File: src/crs_pkg.sv
// crs_pkg: shared widths, status codes and helpers for the chebyshev root step unit
// no dependencies
package crs_pkg;

  localparam int unsigned XW   = 48;  // q16.32 value width
  localparam int unsigned MW   = 47;  // magnitude limit width
  localparam int unsigned NUMW = 95;  // divider numerator / quotient width
  localparam int unsigned PRW  = 95;  // multiplier product width
  localparam int unsigned ITW  = 10;  // iteration counter width

  typedef enum logic [2:0] {
    ST_CONTINUE  = 3'd0,
    ST_CONVERGED = 3'd1,
    ST_DERIV_LOW = 3'd2,
    ST_OVERFLOW  = 3'd3,
    ST_DIVERGING = 3'd4,
    ST_STALLED   = 3'd5,
    ST_LIMIT     = 3'd6,
    ST_IDLE      = 3'd7
  } status_e;

  localparam logic CMD_START = 1'b0;
  localparam logic CMD_EVAL  = 1'b1;

  localparam logic [1:0] REG_INIT_GUESS = 2'd0;
  localparam logic [1:0] REG_TOLERANCE  = 2'd1;
  localparam logic [1:0] REG_MAX_ITER   = 2'd2;
  localparam logic [1:0] REG_DERIV_FLR  = 2'd3;

  // handshake between sequencer and a serial arithmetic unit
  typedef struct packed {
    logic start;
  } unit_ctl_t;

  function automatic logic [XW-1:0] mag48(input logic [XW-1:0] v);
    mag48 = v[XW-1] ? (~v + 1'b1) : v;
  endfunction

endpackage

File: src/crs_if.sv
// crs_in_if / crs_out_if: valid-ready request channels of the root step unit
// depends on crs_pkg
interface crs_in_if import crs_pkg::*; ();
  logic          valid;
  logic          ready;
  logic          cmd;
  logic [XW-1:0] f_value;
  logic [XW-1:0] d1_value;
  logic [XW-1:0] d2_value;
  modport source (output valid, cmd, f_value, d1_value, d2_value, input ready);
  modport sink   (input valid, cmd, f_value, d1_value, d2_value, output ready);
endinterface

interface crs_out_if import crs_pkg::*; ();
  logic           valid;
  logic           ready;
  logic [XW-1:0]  point;
  logic [2:0]     status;
  logic [ITW-1:0] iteration;
  modport source (output valid, point, status, iteration, input ready);
  modport sink   (input valid, point, status, iteration, output ready);
endinterface

File: src/crs_divider.sv
// crs_divider: restoring divider, one quotient bit per cycle
// depends on crs_pkg
module crs_divider import crs_pkg::*; (
  input  logic            clk_i,
  input  logic            rst_ni,
  input  unit_ctl_t       ctl_i,
  input  logic [NUMW-1:0] num_i,
  input  logic [XW-1:0]   den_i,
  output logic            done_o,
  output logic [NUMW-1:0] quo_o
);
  localparam int unsigned CW = $clog2(NUMW + 1);

  logic [NUMW-1:0] sh_q, sh_d;
  logic [XW-1:0]   rem_q, rem_d;
  logic [CW-1:0]   cnt_q, cnt_d;
  logic            busy_q, busy_d, done_q, done_d;
  logic [XW:0]     trial, diff;
  logic            ge;

  always_comb begin
    trial = {rem_q, sh_q[NUMW-1]};
    diff  = trial - {1'b0, den_i};
    ge    = trial >= {1'b0, den_i};
    sh_d = sh_q; rem_d = rem_q; cnt_d = cnt_q; busy_d = busy_q; done_d = 1'b0;
    if (ctl_i.start) begin
      sh_d = num_i; rem_d = '0; cnt_d = CW'(NUMW); busy_d = 1'b1;
    end else if (busy_q) begin
      sh_d  = {sh_q[NUMW-2:0], ge};
      rem_d = ge ? diff[XW-1:0] : trial[XW-1:0];
      cnt_d = cnt_q - 1'b1;
      if (cnt_q == CW'(1)) begin
        busy_d = 1'b0; done_d = 1'b1;
      end
    end
  end

  always_ff @(posedge clk_i or negedge rst_ni) begin
    if (!rst_ni) begin
      busy_q <= 1'b0; done_q <= 1'b0; cnt_q <= '0; sh_q <= '0; rem_q <= '0;
    end else begin
      busy_q <= busy_d; done_q <= done_d; cnt_q <= cnt_d; sh_q <= sh_d; rem_q <= rem_d;
    end
  end

  assign done_o = done_q;
  assign quo_o  = sh_q;
endmodule

File: src/crs_multiplier.sv
// crs_multiplier: shift-add multiplier, one multiplier bit per cycle
// depends on crs_pkg
module crs_multiplier import crs_pkg::*; (
  input  logic           clk_i,
  input  logic           rst_ni,
  input  unit_ctl_t      ctl_i,
  input  logic [MW-1:0]  a_i,
  input  logic [XW-1:0]  b_i,
  output logic           done_o,
  output logic [PRW-1:0] prod_o
);
  localparam int unsigned CW = $clog2(MW + 1);

  logic [XW-1:0] hi_q, hi_d;
  logic [MW-1:0] lo_q, lo_d;
  logic [CW-1:0] cnt_q, cnt_d;
  logic          busy_q, busy_d, done_q, done_d;
  logic [XW:0]   sum;

  always_comb begin
    sum = {1'b0, hi_q} + (lo_q[0] ? {1'b0, b_i} : '0);
    hi_d = hi_q; lo_d = lo_q; cnt_d = cnt_q; busy_d = busy_q; done_d = 1'b0;
    if (ctl_i.start) begin
      hi_d = '0; lo_d = a_i; cnt_d = CW'(MW); busy_d = 1'b1;
    end else if (busy_q) begin
      hi_d  = sum[XW:1];
      lo_d  = {sum[0], lo_q[MW-1:1]};
      cnt_d = cnt_q - 1'b1;
      if (cnt_q == CW'(1)) begin
        busy_d = 1'b0; done_d = 1'b1;
      end
    end
  end

  always_ff @(posedge clk_i or negedge rst_ni) begin
    if (!rst_ni) begin
      busy_q <= 1'b0; done_q <= 1'b0; cnt_q <= '0; hi_q <= '0; lo_q <= '0;
    end else begin
      busy_q <= busy_d; done_q <= done_d; cnt_q <= cnt_d; hi_q <= hi_d; lo_q <= lo_d;
    end
  end

  assign done_o = done_q;
  assign prod_o = {hi_q, lo_q};
endmodule

File: src/chebyshev_root_step_unit.sv
// chebyshev_root_step_unit: one chebyshev iteration step in signed q16.32
// sequencing: start and idle requests go straight to the output register; an evaluate
//   request runs two serial divisions and two serial multiplies in turn, then sums
//   and checks the new point before it is handed over
// throughput: one request at a time; a new request is taken once the result is
//   handed to the output register, which may still wait for the sink
// reset: asynchronous active low, engine idle, point and counters zero, registers at defaults
module chebyshev_root_step_unit import crs_pkg::*; (
  input  logic        clk_i,
  input  logic        rst_ni,
  input  logic        cfg_we_i,
  input  logic [1:0]  cfg_idx_i,
  input  logic [47:0] cfg_data_i,
  crs_in_if.sink      in_if,
  crs_out_if.source   out_if
);
  typedef enum logic [3:0] {
    S_IDLE, S_MAG, S_CHECK, S_DIV1, S_MUL1, S_DIV2, S_MUL2,
    S_SUM, S_XNEW, S_FINAL, S_EMIT
  } state_e;

  // configuration registers
  logic [XW-1:0]  init_guess_q;
  logic [MW-1:0]  tol_q, dfloor_q;
  logic [ITW-1:0] max_iter_q;

  // iteration state
  logic [XW-1:0]  cur_x_q, prev_x_q;
  logic [ITW-1:0] iter_q;
  logic           running_q;

  // per-request working registers
  state_e         state_q;
  logic [XW-1:0]  f_q, d1_q, d2_q;
  logic [XW-1:0]  af_q, ad_q, ad2_q;
  logic           sc_q, sq_q;
  logic [MW-1:0]  c_q, qm_q, h_q;
  logic [XW:0]    pc_q;        // |x - previous x|
  logic [55:0]    pc100_q;     // 100 * |x - previous x|
  logic [XW:0]    ch_q;        // signed c + h
  logic [XW+1:0]  xn_q;        // candidate next point, wide for range check
  logic [XW-1:0]  chg_q;       // |x_new - x|

  // pending result and output register
  logic [XW-1:0]  res_point_q;
  status_e        res_status_q;
  logic [ITW-1:0] res_iter_q;
  logic           ov_q;
  logic [XW-1:0]  o_point_q;
  logic [2:0]     o_status_q;
  logic [ITW-1:0] o_iter_q;

  // serial arithmetic units
  unit_ctl_t       div_ctl, mul_ctl;
  logic [NUMW-1:0] div_num, div_quo;
  logic [MW-1:0]   mul_a;
  logic [XW-1:0]   mul_b;
  logic            div_done, mul_done;
  logic [PRW-1:0]  mul_prod;

  crs_divider u_div (
    .clk_i, .rst_ni, .ctl_i(div_ctl), .num_i(div_num), .den_i(ad_q),
    .done_o(div_done), .quo_o(div_quo)
  );

  crs_multiplier u_mul (
    .clk_i, .rst_ni, .ctl_i(mul_ctl), .a_i(mul_a), .b_i(mul_b),
    .done_o(mul_done), .prod_o(mul_prod)
  );

  // divider operand: f scaled by 2^32 first, then c * |f''|
  assign div_num = (state_q == S_CHECK) ? {15'd0, af_q, 32'd0} : mul_prod;
  // multiplier operands: c * |f''| first, then c * q
  // a is loaded at start, c comes straight from the divider on the first pass
  assign mul_a   = (state_q == S_DIV1) ? div_quo[MW-1:0] : c_q;
  // b is read every cycle while the multiplier runs
  assign mul_b   = (state_q == S_MUL2) ? {1'b0, qm_q} : ad2_q;

  logic chk_conv, chk_dlow, quo_ovf, h_ovf, xn_oor;
  logic [XW:0] diffx;
  logic [XW:0] cs, hs;
  logic [ITW-1:0] iter_inc;

  always_comb begin
    chk_conv = {1'b0, tol_q} > af_q;
    chk_dlow = {1'b0, dfloor_q} > ad_q;
    quo_ovf  = div_quo[NUMW-1:MW] != '0;
    h_ovf    = mul_prod[PRW-1:80] != '0;
    diffx    = {cur_x_q[XW-1], cur_x_q} - {prev_x_q[XW-1], prev_x_q};
    cs       = sc_q ? -{2'b00, c_q} : {2'b00, c_q};
    hs       = (sc_q ^ sq_q) ? -{2'b00, h_q} : {2'b00, h_q};
    xn_oor   = !(xn_q[XW+1:XW-1] == 3'b000 || xn_q[XW+1:XW-1] == 3'b111);
    iter_inc = iter_q + 1'b1;
    div_ctl.start = 1'b0;
    mul_ctl.start = 1'b0;
    case (state_q)
      S_CHECK: div_ctl.start = !chk_conv && !chk_dlow && (ad_q != '0);
      S_DIV1:  mul_ctl.start = div_done && !quo_ovf;
      S_MUL1:  div_ctl.start = mul_done;
      S_DIV2:  mul_ctl.start = div_done && !quo_ovf;
      default: ;
    endcase
  end

  assign in_if.ready      = (state_q == S_IDLE);
  assign out_if.valid     = ov_q;
  assign out_if.point     = o_point_q;
  assign out_if.status    = o_status_q;
  assign out_if.iteration = o_iter_q;

  // configuration writes
  always_ff @(posedge clk_i or negedge rst_ni) begin
    if (!rst_ni) begin
      init_guess_q <= '0;
      tol_q        <= MW'(4295);
      max_iter_q   <= ITW'(100);
      dfloor_q     <= MW'(43);
    end else if (cfg_we_i) begin
      case (cfg_idx_i)
        REG_INIT_GUESS: init_guess_q <= cfg_data_i;
        REG_TOLERANCE:  tol_q        <= cfg_data_i[MW-1:0];
        REG_MAX_ITER:   max_iter_q   <= cfg_data_i[ITW-1:0];
        REG_DERIV_FLR:  dfloor_q     <= cfg_data_i[MW-1:0];
        default: ;
      endcase
    end
  end

  // request sequencer
  always_ff @(posedge clk_i or negedge rst_ni) begin
    if (!rst_ni) begin
      state_q <= S_IDLE;
      cur_x_q <= '0; prev_x_q <= '0; iter_q <= '0; running_q <= 1'b0;
      f_q <= '0; d1_q <= '0; d2_q <= '0; af_q <= '0; ad_q <= '0; ad2_q <= '0;
      sc_q <= 1'b0; sq_q <= 1'b0; c_q <= '0; qm_q <= '0; h_q <= '0;
      pc_q <= '0; pc100_q <= '0; ch_q <= '0; xn_q <= '0; chg_q <= '0;
      res_point_q <= '0; res_status_q <= ST_CONTINUE; res_iter_q <= '0;
      ov_q <= 1'b0; o_point_q <= '0; o_status_q <= '0; o_iter_q <= '0;
    end else begin
      // output register drains; a handover in S_EMIT refills it in the same cycle
      if (ov_q && out_if.ready && state_q != S_EMIT) ov_q <= 1'b0;
      case (state_q)
        S_IDLE: begin
          if (in_if.valid) begin
            f_q <= in_if.f_value; d1_q <= in_if.d1_value; d2_q <= in_if.d2_value;
            if (in_if.cmd == CMD_START) begin
              // restart from the configured guess
              cur_x_q   <= init_guess_q;
              prev_x_q  <= init_guess_q;
              iter_q    <= '0;
              running_q <= (max_iter_q != '0);
              res_point_q  <= init_guess_q;
              res_status_q <= (max_iter_q == '0) ? ST_LIMIT : ST_CONTINUE;
              res_iter_q   <= '0;
              state_q <= S_EMIT;
            end else if (!running_q) begin
              res_point_q <= cur_x_q; res_status_q <= ST_IDLE; res_iter_q <= iter_q;
              state_q <= S_EMIT;
            end else begin
              state_q <= S_MAG;
            end
          end
        end
        S_MAG: begin
          af_q  <= mag48(f_q);
          ad_q  <= mag48(d1_q);
          ad2_q <= mag48(d2_q);
          sc_q  <= f_q[XW-1] ^ d1_q[XW-1];
          pc_q  <= diffx[XW] ? -diffx : diffx;
          res_point_q <= cur_x_q;
          res_iter_q  <= iter_q;
          state_q <= S_CHECK;
        end
        S_CHECK: begin
          // early exits in priority order: converged, derivative small, zero derivative
          pc100_q <= ({7'd0, pc_q} << 6) + ({7'd0, pc_q} << 5) + ({7'd0, pc_q} << 2);
          if (chk_conv) begin
            res_status_q <= ST_CONVERGED; running_q <= 1'b0; state_q <= S_EMIT;
          end else if (chk_dlow) begin
            res_status_q <= ST_DERIV_LOW; running_q <= 1'b0; state_q <= S_EMIT;
          end else if (ad_q == '0) begin
            res_status_q <= ST_OVERFLOW; running_q <= 1'b0; state_q <= S_EMIT;
          end else begin
            state_q <= S_DIV1;
          end
        end
        S_DIV1: begin
          // c = f * 2^32 / f'
          if (div_done) begin
            if (quo_ovf) begin
              res_status_q <= ST_OVERFLOW; running_q <= 1'b0; state_q <= S_EMIT;
            end else begin
              c_q <= div_quo[MW-1:0];
              state_q <= S_MUL1;
            end
          end
        end
        S_MUL1: begin
          if (mul_done) state_q <= S_DIV2;
        end
        S_DIV2: begin
          // q = c * f'' / f'
          if (div_done) begin
            if (quo_ovf) begin
              res_status_q <= ST_OVERFLOW; running_q <= 1'b0; state_q <= S_EMIT;
            end else begin
              qm_q <= div_quo[MW-1:0];
              sq_q <= sc_q ^ d2_q[XW-1] ^ d1_q[XW-1];
              state_q <= S_MUL2;
            end
          end
        end
        S_MUL2: begin
          // h = c * q / 2^33
          if (mul_done) begin
            if (h_ovf) begin
              res_status_q <= ST_OVERFLOW; running_q <= 1'b0; state_q <= S_EMIT;
            end else begin
              h_q <= mul_prod[79:33];
              state_q <= S_SUM;
            end
          end
        end
        S_SUM: begin
          ch_q <= cs + hs;
          state_q <= S_XNEW;
        end
        S_XNEW: begin
          xn_q  <= {{2{cur_x_q[XW-1]}}, cur_x_q} - {ch_q[XW], ch_q};
          chg_q <= ch_q[XW] ? XW'(-ch_q) : ch_q[XW-1:0];
          state_q <= S_FINAL;
        end
        S_FINAL: begin
          state_q <= S_EMIT;
          if (xn_oor) begin
            res_status_q <= ST_OVERFLOW; running_q <= 1'b0;
          end else if (iter_q > ITW'(3) && {8'd0, chg_q} > pc100_q) begin
            res_status_q <= ST_DIVERGING; running_q <= 1'b0;
          end else if (iter_q != '0 && chg_q == '0 && af_q > {1'b0, tol_q}) begin
            res_status_q <= ST_STALLED; running_q <= 1'b0;
          end else begin
            // accept the step
            prev_x_q    <= cur_x_q;
            cur_x_q     <= xn_q[XW-1:0];
            iter_q      <= iter_inc;
            res_point_q <= xn_q[XW-1:0];
            res_iter_q  <= iter_inc;
            if (iter_inc >= max_iter_q) begin
              res_status_q <= ST_LIMIT; running_q <= 1'b0;
            end else begin
              res_status_q <= ST_CONTINUE;
            end
          end
        end
        S_EMIT: begin
          // hand over once the output register is free
          if (!ov_q || out_if.ready) begin
            ov_q       <= 1'b1;
            o_point_q  <= res_point_q;
            o_status_q <= res_status_q;
            o_iter_q   <= res_iter_q;
            state_q    <= S_IDLE;
          end
        end
        default: state_q <= S_IDLE;
      endcase
    end
  end

endmodule
File: src/flat_wrapper.sv
// flat-port wrapper written by rule: the top's interface ports become plain ports
module chebyshev_root_step_unit_flat import crs_pkg::*;
  (clk_i, rst_ni, cfg_we_i, cfg_idx_i, cfg_data_i, in_if_valid, in_if_cmd, in_if_f_value, in_if_d1_value, in_if_d2_value, in_if_ready, out_if_valid, out_if_point, out_if_status, out_if_iteration, out_if_ready);
  crs_in_if in_if_i ();
  crs_out_if out_if_i ();
  input  logic clk_i;
  input  logic rst_ni;
  input  logic cfg_we_i;
  input  logic [1:0] cfg_idx_i;
  input  logic [47:0] cfg_data_i;
  input wire logic [$bits(in_if_i.valid)-1:0] in_if_valid;
  input wire logic [$bits(in_if_i.cmd)-1:0] in_if_cmd;
  input wire logic [$bits(in_if_i.f_value)-1:0] in_if_f_value;
  input wire logic [$bits(in_if_i.d1_value)-1:0] in_if_d1_value;
  input wire logic [$bits(in_if_i.d2_value)-1:0] in_if_d2_value;
  output wire logic [$bits(in_if_i.ready)-1:0] in_if_ready;
  output wire logic [$bits(out_if_i.valid)-1:0] out_if_valid;
  output wire logic [$bits(out_if_i.point)-1:0] out_if_point;
  output wire logic [$bits(out_if_i.status)-1:0] out_if_status;
  output wire logic [$bits(out_if_i.iteration)-1:0] out_if_iteration;
  input wire logic [$bits(out_if_i.ready)-1:0] out_if_ready;
  assign in_if_i.valid = in_if_valid;
  assign in_if_i.cmd = in_if_cmd;
  assign in_if_i.f_value = in_if_f_value;
  assign in_if_i.d1_value = in_if_d1_value;
  assign in_if_i.d2_value = in_if_d2_value;
  assign in_if_ready = in_if_i.ready;
  assign out_if_valid = out_if_i.valid;
  assign out_if_point = out_if_i.point;
  assign out_if_status = out_if_i.status;
  assign out_if_iteration = out_if_i.iteration;
  assign out_if_i.ready = out_if_ready;
  chebyshev_root_step_unit u_core (.clk_i(clk_i), .rst_ni(rst_ni), .cfg_we_i(cfg_we_i), .cfg_idx_i(cfg_idx_i), .cfg_data_i(cfg_data_i), .in_if(in_if_i), .out_if(out_if_i));
endmodule
File: config.mk
export PLATFORM = sky130hd
export DESIGN_NAME = chebyshev_root_step_unit_flat
export DESIGN_NICKNAME = d
export VERILOG_FILES = /design/src/crs_pkg.sv /design/src/crs_if.sv /design/src/crs_divider.sv /design/src/crs_multiplier.sv /design/src/chebyshev_root_step_unit.sv /design/src/flat_wrapper.sv
export SDC_FILE = /design/constraint.sdc
export NUM_CORES = 2
export LEC_CHECK = 0
export BUFFER_PORTS_ARGS = -buffer_cell sky130_fd_sc_hd__buf_2
export CORE_UTILIZATION = 50
export DETAILED_ROUTE_END_ITERATION = 8
export MAX_ROUTING_LAYER = met4
export PLACE_DENSITY = 0.76
export SYNTH_ARGS = -nofsm -noshare
export SYNTH_HDL_FRONTEND = slang
export SYNTH_HIERARCHICAL = 1
export SYNTH_SLANG_ARGS = --single-unit
File: constraint.sdc
create_clock -name clk_i -period 6 [get_ports clk_i]
set_clock_uncertainty 0.15 [all_clocks]
set_input_delay 0.6 -clock clk_i [delete_from_list [all_inputs] [get_ports clk_i]]
set_output_delay 0.6 -clock clk_i [all_outputs]
set_load 0.01 [all_outputs]
== Yosys cells after proc, flatten, opt, wreduce, memory -nomap -nowiden ==
Cells that the tools add are included.
Cells by class
  multiplexer cells: 110
  bitwise gates (word level): 9
  equal/unequal tests: 33
  $lt $le $gt $ge: 7
  reductions and logical operators: 45
  $add $sub $neg: 17
Operators by type and width (count)
  $mux 48: 22
  $mux 95: 3
  $pmux 48 s2: 2
  $mux 49: 3
  $add 48x1->48 const B: 3
  $not 48->48: 3
  $pmux 48 s3: 1
  $mux 47: 3
  $neg 47->49: 2
  $gt 47x48->1: 2
  $logic_not 48->1: 2
  $reduce_bool 48->1: 2
  $mux 10: 8
  $add 55x54->56: 1
  $add 56x51->56: 1
  $gt 48x56->1: 1
  $mux 4: 14
  $sub 48x49->50: 1
  $add 48x49->49: 1
  $add 49x49->49: 1
  $ge 49x48->1: 1
  $neg 49->49: 1
  $sub 48x48->49: 1
  $gt 48x47->1: 1
  other kinds (52): 141
Word-level totals
  register bits after elaboration: 1324
  logic and storage cells: 263
  bits of input ports: 200
  output and inout bits: 63

== Depth between registers and ports, before layout ==
  word-level depth: 7
  gate-level depth with buffers: 23
  mapped depth without buffers: 23

== By module ==
The synthesis kept the hierarchy.
By module, submodules not included
  chebyshev_root_step_unit: cells each 6883, area an instance 65208.8 sq um, sequential area each 26716.9 sq um, times used 1
  crs_divider: cells each 1158, area an instance 10069.7 sq um, sequential area each 3803.6 sq um, times used 1
  crs_multiplier: cells each 902, area an instance 7678.6 sq um, sequential area each 2577.5 sq um, times used 1

== Worst setup path after synthesis ==
No wires, ideal clock.
  path type: register -> register
  from: register u_core.c_q[10]
  to: register u_core.ch_q[47]
  arrival: 4.805 ns
  stages on the path, launching flop included: 23
  setup time: 0.135 ns
  setup slack: 0.910 ns
  cell sequence: dfrtp_1 or4_1 or3_1 nor3_1 nand2b_1 nand2b_1 nand2b_1 nand2b_1 nand2b_1 o31ai_1 xnor2_1 ha_1 a21o_1 a21o_1 a21oi_1 nor2b_1 o21a_1 nor4_1 nor3_1 a221o_1 a31oi_1 xor2_1 o21ai_0
On the way
  longest elaborated chain between the ends: 3
Ends and longest elaborated chain
  start: declaration: line chebyshev_root_step_unit.sv:37  | logic [MW-1:0] c_q, qm_q, h_q;
  start signal: assignment: line chebyshev_root_step_unit.sv:193  | c_q <= div_quo[MW-1:0];
  $neg 47->49: line chebyshev_root_step_unit.sv:90  | cs = sc_q ? -{2'b00, c_q} : {2'b00, c_q};
  $mux 49 *: line chebyshev_root_step_unit.sv:90
  $add 49x49->49 *: line chebyshev_root_step_unit.sv:225  | ch_q <= cs + hs;
  end signal: assignment: line chebyshev_root_step_unit.sv:225
  end: declaration: line chebyshev_root_step_unit.sv:40  | logic [XW:0] ch_q;
Mark *: on every way between the ends. The rest lies on a longest branch, timed or not.
A chain may end at the register's enable or synchronous reset.

== Worst setup path in the final report ==
Same ends and word-level chain as after synthesis.

==> impl_metrics.env <==
export IMPL_placed_area_mm2=0.0862
export IMPL_syn_cell_area_mm2=0.0830
export IMPL_dp_cells=11000
export IMPL_path_class="flop to flop"
export IMPL_rsz0062_at_grt="false"
export IMPL_antenna_found_initial=17
export IMPL_fin_hold_ws_ns=0.0869
export IMPL_die_width_um=409
export IMPL_routedWlPerCell_um=22.3
export IMPL_synth_top_area_share_pct=39.5
export IMPL_drc=0
export IMPL_setup_violations=0
export IMPL_die_h_um=409
export IMPL_synthCells=8943
export IMPL_grt_max_degree=179
export IMPL_finalMaxSlewViolations=0
export IMPL_grt_pass1_vias=67100
export IMPL_ctsHoldBuffers=174
export IMPL_layout_common_cells="1375 x nand2_1, 1305 x dfrtp_1, 865 x o21ai_0"
export IMPL_area_delta_synth_final_pct=12.3
export IMPL_ant_nets=0
export IMPL_clkSinkCount=1322
export IMPL_async_flop_share_pct=100
export IMPL_final_core_util_pct=56.5
export IMPL_max_freq_mhz=179
export IMPL_leakagePower_nw=43.7
export IMPL_ios=263
export IMPL_final_area_mm2=0.0932
export IMPL_ir_worst_vdd_v=0.000437
export IMPL_cp_end_kind="flop"
export IMPL_synth_top_area_cell="dfrtp_1"
export IMPL_min_path_type="primary input to flop"
export IMPL_cts_tree="done"
export IMPL_cap_violations=0
export IMPL_clockRootBuffer="clkbuf_16"
export IMPL_viasPerCell=6.02
export IMPL_clk_latency_ns=0.81
export IMPL_worst_slew_pin_slew_ns=1.21
export IMPL_arrival_ns=6.06
export IMPL_status="complete, no violations"
export IMPL_drive_gt1_share_pct=14.1
export IMPL_num_vias=69100
export IMPL_synth_area_leaders="dfrtp_1 39%, mux2_2 8.3%, ha_1 6.9%"
export IMPL_post_cts_buffers=0
export IMPL_routed_wl_um=256000
export IMPL_htreeDepth=4
export IMPL_synth_seq_area_share_pct=39.9
export IMPL_synth_fp_nets=9652
export IMPL_cts_resized=0
export IMPL_dp_hpwl_um=189000
export IMPL_numCtsBuffers=147
export IMPL_drtIter0Drc=6840
export IMPL_num_rows=149
export IMPL_setup_tns_ns=0
export IMPL_final_common_cell="nand2_1"
export IMPL_ys_ff_latch=1322
export IMPL_crit_required_ns=6.48
export IMPL_synth_avg_cell_area_um2=9.28
export IMPL_clk_path_buf_depth=3
export IMPL_instances_no_fill=11500
export IMPL_grt_first_pass_wirelength_um=394000
export IMPL_clk_pin_slew_ns=0.07
export IMPL_power_density_mw_per_mm2=551
export IMPL_core_mm2=0.165
export IMPL_yosys_warnings=6
export IMPL_crit_fanout=5
export IMPL_synth_cell_types=103
export IMPL_overflow=0
export IMPL_min_period_ns=5.58
export IMPL_synth_edf_count=0
export IMPL_timing_final_ws_setup_ns=0.424
export IMPL_dieArea_mm2=0.168
export IMPL_hold_violations=0
export IMPL_io_buffer_count=262
export IMPL_power_total_mw=51.3
export IMPL_dr_pass1_iters=8
export IMPL_maxSlewHeadroom_pct=19.4
export IMPL_grt_usage_pct=31.0
export IMPL_fin_nets=9876
export IMPL_worstSetupStartpointType="flop"
export IMPL_gp_congestion=1.01
export IMPL_finalCritPeriodShare_pct=92.9
export IMPL_start_util_pct=50.3
export IMPL_place_ws_ns=0.530
export IMPL_synthFlopType="dfrtp_1"
-- metal layers --
layer	vias up	GRT usage [%]	wire length (µm)
met5	-	-	0
met4	0	16.7	15500
met3	654	4.73	16900
met2	2646	47.0	116000
met1	33700	39.9	108000
li1	32000	-	-
-- worst paths after layout --
check	cells past startpoint	slack [ns]	from	end
hold reg to reg	2	0.33	u_core/ad2_q[41]	u_core/ad2_q[41]
setup / recovery	22	0.42	u_core/c_q[10]	u_core/ch_q[47]
max in group asynchronous	3	3.75	rst_ni	u_core/d2_q[12]
hold / removal	2	0.09	cfg_data_i[28]	u_core/dfloor_q[28]
setup reg to reg	22	0.42	u_core/c_q[10]	u_core/ch_q[47]
min in group asynchronous	2	0.26	rst_ni	u_core/res_point_q[28]
-- Yosys cell counts, types with 95 or more instances --
cell      number
xnor2_1      293
nor3_1       101
mux2_2       611
clkbuf_1     385
nand4_1      103
nand2_1     1382
ha_1         458
dfrtp_1     1309
a211oi_1     128
inv_1        424
nand3_1       95
and2_1       170
a21oi_1      488
nor2_1       308
mux2i_1      200
a21o_1       193
xor2_1       282
o21ai_0      865
-- sequential cells by signal, summed over array words and instances (netlist names), 49 cells and up --
| signal | count |
|---|---|
| u_core/pc_q | 49 |
| u_core/ch_q | 49 |
| u_core/xn_q | 50 |
| u_core/u_div/quo_o | 95 |
| u_core/pc100_q | 54 |
-- logic make-up (layout without fill, tap and decap cells) --
group | after synthesis | after routing | synth area share (%)
and+or+nand+nor | 2591 | 2591 | 14.4
AOI/OAI and AO/OA | 2270 | 2270 | 16.8
DFF | 1322 | 1322 | 39.9
buffers and inverters | 865 | 1204 | 3.98
muxes | 811 | 811 | 10.7
xor gates and xnor gates | 575 | 575 | 6.07
adders and majority gates | 509 | 509 | 8.14
other | 0 | 10 | 0
-- power breakdown --
group	switching [mW]	leakage, nW	total [mW]	internal, mW
combinational	15.6	24.4	26.4	10.9
sequential	3.50	16.8	15.3	11.8
clock	3.94	2.54	9.62	5.69
-- worst max-delay path: stages, from the launching register on --
cell,delay [ns]
dfrtp_1,0.42
or4_1,0.56
or3_1,0.36
nor3_1,0.27
nand2b_1,0.17
nand2b_1,0.19
nand2b_1,0.21
nand2b_1,0.23
nand2b_1,0.25
o31ai_1,0.26
xnor2_1,0.17
ha_1,0.27
a21o_1,0.16
a21o_1,0.18
a21oi_1,0.16
nor2b_1,0.06
o21a_1,0.18
nor4_1,0.20
nor3_1,0.10
a221o_1,0.40
a31oi_1,0.20
xor2_1,0.16
o21ai_0,0.08
-- layout make-up --
cell class,instances,area (µm²)
inverter,427,1600
clock inverter,66,931
sequential,1322,33100
tap,2189,2740
clock buffer,198,4230
fill,14300,71700
timing repair buffer,513,3810
antenna,10,25.0
multi-input combinational,6756,46700
Note: power is estimated with default switching activity, not from simulation.
